**config.mk**
```make
export PLATFORM = sky130hd
export DESIGN_NAME = fcca_ctrl
export DESIGN_NICKNAME = d
export VERILOG_FILES = /design/src/design/fcca_pkg.sv /design/src/design/fcca_ctrl.sv
export SDC_FILE = /design/constraint.sdc
export NUM_CORES = 1
export LEC_CHECK = 0
export CORE_MARGIN = 3
export CORE_UTILIZATION = 30
export DETAILED_ROUTE_END_ITERATION = 10
export DONT_BUFFER_PORTS = 1
export SLEW_MARGIN = 20
export SYNTH_ARGS = -nofsm -noshare
export SYNTH_HDL_FRONTEND = slang
export SYNTH_SLANG_ARGS = --single-unit
```
**constraint.sdc**
```tcl
create_clock -name i_clk -period 2.95 [get_ports i_clk]
set_input_delay 0.295 -clock i_clk [delete_from_list [all_inputs] [get_ports i_clk]]
set_output_delay 0.295 -clock i_clk [all_outputs]
set_load 0.02 [all_outputs]
```
**src/design/fcca_pkg.sv**
```systemverilog
// shared types and constants for the cluster chain allocator
`timescale 1ns / 1ps
`default_nettype none

package fcca_pkg;

    // transaction field widths
    localparam int BYTE_W   = 21;
    localparam int START_W  = 9;
    localparam int STATUS_W = 2;
    localparam int FIRST_W  = 9;
    localparam int COUNT_W  = 10;

    // cluster count of the largest request at the smallest cluster size
    localparam int NEED_W    = 12;

    localparam logic [BYTE_W-1:0] MAX_BYTES = BYTE_W'(1048576);

    // clusters 0 to 2 hold end marks after reset, search starts above them
    localparam int RESERVED_CLUSTERS = 3;
    localparam int FIRST_SEARCH      = 3;

    // request codes
    localparam logic FUNC_ALLOC = 1'b0;
    localparam logic FUNC_FREE  = 1'b1;

    // result status codes
    localparam logic [STATUS_W-1:0] STAT_OK        = 2'd0;
    localparam logic [STATUS_W-1:0] STAT_NO_SPACE  = 2'd1;
    localparam logic [STATUS_W-1:0] STAT_BAD_START = 2'd2;

    // which result the output register takes
    typedef logic [1:0] t_res;
    localparam t_res RES_ALLOC    = 2'd0;
    localparam t_res RES_FREE     = 2'd1;
    localparam t_res RES_NO_SPACE = 2'd2;
    localparam t_res RES_BAD      = 2'd3;

    typedef struct packed {
        logic                func;
        logic [BYTE_W-1:0]   byte_count;
        logic [START_W-1:0]  start_cluster;
    } t_in_item;

    typedef struct packed {
        logic [STATUS_W-1:0] status;
        logic [FIRST_W-1:0]  first_cluster;
        logic [COUNT_W-1:0]  cluster_total;
    } t_out_item;

    // controller to datapath
    typedef struct packed {
        logic load;
        logic clr_step;
        logic div_step;
        logic scan_start;
        logic scan_step;
        logic link_step;
        logic walk_start;
        logic walk_step;
        logic out_load;
        t_res out_sel;
    } t_cmd;

    // datapath to controller
    typedef struct packed {
        logic func;
        logic bad_start;
        logic oversize;
        logic clr_last;
        logic found;
        logic scan_last;
        logic link_last;
        logic walk_last;
    } t_sts;

endpackage

`default_nettype wire

```
**src/design/fcca_ctrl.sv**
```systemverilog
// controller: sequencing of clear, allocate and free, output register valid
`timescale 1ns / 1ps
`default_nettype none

module fcca_ctrl (
    input  wire logic           i_clk,
    input  wire logic           i_rst_n,
    input  wire logic           i_in_valid,
    output logic                o_in_stall,
    output logic                o_out_valid,
    input  wire logic           i_out_stall,
    input  wire fcca_pkg::t_sts i_sts,
    output fcca_pkg::t_cmd      o_cmd
);
    import fcca_pkg::*;

    localparam logic [3:0] S_CLEAR    = 4'd0;
    localparam logic [3:0] S_IDLE     = 4'd1;
    localparam logic [3:0] S_DISPATCH = 4'd2;
    localparam logic [3:0] S_DIV      = 4'd3;
    localparam logic [3:0] S_SSTART   = 4'd4;
    localparam logic [3:0] S_SCAN     = 4'd5;
    localparam logic [3:0] S_LINK     = 4'd6;
    localparam logic [3:0] S_WSTART   = 4'd7;
    localparam logic [3:0] S_WALK     = 4'd8;
    localparam logic [3:0] S_DONE     = 4'd9;

    logic [3:0] r_state;
    logic [3:0] n_state;
    t_res       r_sel;
    t_res       n_sel;
    logic       r_out_vld;
    logic       n_out_vld;

    // next state and commands
    always_comb begin
        n_state       = r_state;
        n_sel         = r_sel;
        o_cmd         = '0;
        o_cmd.out_sel = r_sel;
        unique case (r_state)
            S_CLEAR: begin
                o_cmd.clr_step = 1'b1;
                if (i_sts.clr_last) begin
                    n_state = S_IDLE;
                end
            end
            S_IDLE: begin
                if (i_in_valid) begin
                    o_cmd.load = 1'b1;
                    n_state    = S_DISPATCH;
                end
            end
            S_DISPATCH: begin
                if (i_sts.func == FUNC_FREE) begin
                    if (i_sts.bad_start) begin
                        n_sel   = RES_BAD;
                        n_state = S_DONE;
                    end else begin
                        n_state = S_WSTART;
                    end
                end else if (i_sts.oversize) begin
                    n_sel   = RES_NO_SPACE;
                    n_state = S_DONE;
                end else begin
                    n_state = S_DIV;
                end
            end
            S_DIV: begin
                o_cmd.div_step = 1'b1;
                n_state        = S_SSTART;
            end
            S_SSTART: begin
                o_cmd.scan_start = 1'b1;
                n_state          = S_SCAN;
            end
            S_SCAN: begin
                o_cmd.scan_step = 1'b1;
                if (i_sts.found) begin
                    n_state = S_LINK;
                end else if (i_sts.scan_last) begin
                    n_sel   = RES_NO_SPACE;
                    n_state = S_DONE;
                end
            end
            S_LINK: begin
                o_cmd.link_step = 1'b1;
                if (i_sts.link_last) begin
                    n_sel   = RES_ALLOC;
                    n_state = S_DONE;
                end
            end
            S_WSTART: begin
                o_cmd.walk_start = 1'b1;
                n_state          = S_WALK;
            end
            S_WALK: begin
                o_cmd.walk_step = 1'b1;
                if (i_sts.walk_last) begin
                    n_sel   = RES_FREE;
                    n_state = S_DONE;
                end
            end
            S_DONE: begin
                if (!r_out_vld || !i_out_stall) begin
                    o_cmd.out_load = 1'b1;
                    n_state        = S_IDLE;
                end
            end
            default: begin
                n_state = S_CLEAR;
            end
        endcase
    end

    // output register valid
    always_comb begin
        n_out_vld = r_out_vld;
        if (o_cmd.out_load) begin
            n_out_vld = 1'b1;
        end else if (r_out_vld && !i_out_stall) begin
            n_out_vld = 1'b0;
        end
    end

    always_ff @(posedge i_clk) begin
        if (!i_rst_n) begin
            r_state   <= S_CLEAR;
            r_sel     <= RES_NO_SPACE;
            r_out_vld <= 1'b0;
        end else begin
            r_state   <= n_state;
            r_sel     <= n_sel;
            r_out_vld <= n_out_vld;
        end
    end

    assign o_in_stall  = (r_state != S_IDLE);
    assign o_out_valid = r_out_vld;

endmodule

`default_nettype wire

```
# == Word level (Yosys, flattened, before mapping) ==
# Cells that the tools add are included.
# word_totals
reg_bits,7
# op_classes
n_eq_ne,20
muxes,32
n_reduce_logical,9
# ops
operator,n
$mux W4,10
$pmux W4 S10,1
$eq A4 B3 Y1 const B,4
$mux W2,7
$ne A2 B2 Y1 const B,7
$mux W1,13
$ne A3 B3 Y1 const B,3
$eq A4 B2 Y1 const B,2
$eq A4 B4 Y1 const B,2
$pmux W2 S4,1
$reduce_and A7 Y1,1
$reduce_and A6 Y1,1
$eq A4 B1 Y1 const B,1
$logic_not A4 Y1,1
$ne A4 B1 Y1 const B,1
$reduce_bool A4 Y1,1
$logic_not A1 Y1,2
$reduce_bool A2 Y1,1
$logic_and A1 B1 Y1,1
$logic_or A1 B1 Y1,1

# == Longest topological paths before layout ==
# logic_depth
depth_word,5
mapped_depth,6
ltp_nobuf,4

# == Worst setup path before layout ==
# No wires, ideal clock.
# synth_timing
kind,reg-to-output
from,reg r_state[0]
to,out o_cmd[9] (netlist name)
arrival_ns,1.316
required_time_ns,2.655
path_slack_ns,1.339
stages_incl_launch_ff,4
path_cell_list,dfxtp_1 buf_2 buf_2 nor4_1
# synth_rtl
item,line_no,text
from (decl),fcca_ctrl.sv:28,logic [3:0] r_state;
from (signal assigned),fcca_ctrl.sv:132,r_state <= n_state;
to (decl),fcca_ctrl.sv:13,output fcca_pkg::t_cmd o_cmd

==> impl_metrics.csv <==
group,metric,value,unit
cells_and_area,nets,95,
floorplanning,die_w,53.4,µm
critical_path,r2r_slack,1.19,ns
timing,maxSlewViolCount,0,
yosys,seq_area_frac_synth,20.8,%
pwr,ir_drop,0.390,mV
yosys,ys_top_cells_by_count,"dfxtp_1, nand2_1, nor2_1, a21oi_1, buf_2",
yosys,synth.most_common_cell,"dfxtp_1",
timing,hold-worst-slack,0.0973,ns
pwr,intPower,0.332,mW
drt,first_pass_iters,4,
cells_and_area,layout-drive-gt1-share,15.9,%
clock_network,clkTransAtPathRegs,0.06,ns
yosys,synthTopCellsByArea,"dfxtp_1, mux2i_1, nor3b_1, a21oi_1, buf_2",
clock_network,cts-resized-gates,0,
drt,ant_nets,0,
clock_network,numCtsBuffers,3,
yosys,yosysTopAreaCellShare,20.8,%
critical_path,crit_path_start_kind,"flip-flop",
pwr,power_density,976,nW/µm²
run,drv_cap,0,
cells_and_area,multi_input_area,468,µm²
timing,hold_viol,0,
critical_path,path_buf_inv,1,
placement,hpwl,1210,µm
timing,worst_pin_slew,0.958,ns
critical_path,reg2regPathDepth,4,
yosys,syn_inst,85,
clock_network,htree_levels,1,
placement,gp_routability_congestion,0.810,
drt,drt-initial-drc-count,16,
cells_and_area,n_antenna_cell,0,
hold_path,hp-class,"primary input to flip-flop",
yosys,synth_ff_type,"dfxtp_1",
pwr,seqPwrFrac,35.5,%
drt,viasPerCell,5.49,
critical_path,cp.required,2.65,ns
clock_network,insertion_delay,0.26,ns
floorplanning,rows,16,
timing,setup-tns-final,0,ns
clock_network,cts_tree,"yes",
timing,slew-limit-headroom,35.5,%
critical_path,cp_slowest_cell,"dfxtp_1",
drt,wl_per_cell,15.3,µm
timing,min_period,2.10,ns
clock_network,cts_sinks,7,
clock_network,cts-root-buf,"clkbuf_4",
pwr,leakage,0.250,nW
critical_path,cp_num_cells,2,
status,status,"complete, no violations",
grt,track_usage,13.0,%
grt,grt_max_degree,21,
timing,fin_crit_sh,71.3,%
floorplanning,die_y,53.4,µm
grt,antenna_found_initial,0,
floorplanning,start_util,33.0,%
pwr,clkPwrFrac,13.7,%
timing,setup_viol,0,
yosys,avgSynthCellArea,7.93,µm²
critical_path,cp_cell_sequence,"inv_1 -> nor3_1",
hold_path,whs_path_depth,1,
drt,finalWirelength,1660,µm
grt,grt_pass1_vias,525,
drt,vias,598,
yosys,synth_warnings,0,
cells_and_area,fillers,240,
critical_path,end_kind,"primary output",
placement,numPortBuffers,0,
floorplanning,ioPinCount,25,
yosys,async_flop_share,0,%
clock_network,postCtsSetupRepairBufs,0,
cells_and_area,ff_latch_area,140,µm²
yosys,synth_area,674,µm²
timing,fin_worst_skew,0.000945,ns
clock_network,clockBufferDepth,2,
critical_path,arrival,1.81,ns
critical_path,cp_max_fo,17,
yosys,synth-edff-count,0,
critical_path,crit_path_max_incr_delay,0.70,ns
yosys,ys_ff_latch,7,
yosys,synth_top_area_cell,"dfxtp_1",
cells_and_area,syn2layout_area_growth,2.97,%
timing,fmax,475,MHz
drt,drc_errors,0,
timing,rsz0062_at_grt,"no",
pwr,swShare,51.0,%
grt,grt_pass1_wl,2580,µm
pwr,p_switching,0.346,mW
critical_path,path_class,"flip-flop to primary output",
floorplanning,core-area,2040,µm²
floorplanning,die_area,2850,µm²
yosys,synthDistinctLibCells,41,
clock_network,holdBufCountCts,0,
yosys,synth.net_count,97,
grt,grt_overflow,0,
critical_path,crit_family,"flip-flops",
pwr,pwr-share-comb,50.8,%
-- power by group through the flow --
| stage | Clock, mW | Combinational (mW) | Sequential, mW |
|---|---|---|---|
| finish | 0.0928 | 0.345 | 0.240 |
| global route | 0.0988 | 0.379 | 0.251 |
| CTS | 0.0932 | 0.348 | 0.238 |
| detailed placement | 0 | 0.346 | 0.239 |
| global placement | 0 | 0.343 | 0.236 |
| floorplan | 0 | 0.389 | 0.160 |
-- state kept, by name (all words and copies together), names as in the netlist --
register and flops:
r_state 4, r_sel 2, o_out_valid 1
-- worst paths after layout --
check / from / endpoint
setup / recovery: r_state[0] / o_cmd[8]
hold / removal: i_rst_n / r_sel[1]
setup reg to reg: r_state[3] / r_sel[1]
hold reg to reg: r_sel[1] / r_sel[1]
-- metal layers --
| layer | up-vias | global-route usage [%] | share of wire [%] |
|---|---|---|---|
| met2 | 28 | 15.9 | 39 |
| li1 | 309 | - | - |
| met4 | 0 | 5.11 | 0.48 |
| met1 | 259 | 17.4 | 46 |
| met5 | - | 0 | 0 |
| met3 | 2 | 8.17 | 14 |
-- placed cells by master (no fill, tap or decap), types with 2 or more instances in the layout --
cell      netlist  layout
a211o_1         2       2
a21oi_1         5       5
and3_1          2       2
clkbuf_4        0       3
dfxtp_1         7       7
inv_1           4       4
mux2i_1         4       4
nand2_1         6       6
nand2b_1        3       3
nor2_1          6       6
nor2b_1         2       2
nor3_1          3       3
nor3b_1         4       4
o21ai_0         3       3
-- through the flow --
stage          cell area [µm²]  setup WS (ns)  utilization [%]  cells  power [mW]
2_1_floorplan              674           1.34                -     85       0.549
3_3_place_gp               668           1.18             32.7    105       0.579
3_5_place_dp               668           1.14             32.7    105       0.585
4_1_cts                    694          0.854             34.0    109       0.678
5_1_grt                    694          0.699             34.0    109       0.729
6_report                   694          0.847             34.0    109       0.678
-- cell families after synthesis --
family | Yosys count | synth area share, %
simple gates | 36 | 34.7
compound gates | 24 | 27.5
buf+inv | 13 | 9.83
flops | 7 | 20.8
mux | 4 | 5.94
xor+xnor | 1 | 1.30
-- cell type report --
| cell class | count | area share (%) |
|---|---|---|
| multi-input cells | 65 | 67.4 |
| inverters | 5 | 2.70 |
| well taps | 27 | 4.86 |
| flip-flops and latches | 7 | 20.2 |
| clock buffers | 4 | 3.78 |
| repair buffers | 1 | 1.08 |
-- worst reg2reg max path, stage by stage, from the launching register on --
cell and delay, ns:
dfxtp_1 0.69, and4bb_4 0.36, a32oi_1 0.27, and3_4 0.25, o211ai_2 0.07
No activity file was read; power rests on OpenSTA's default activity.
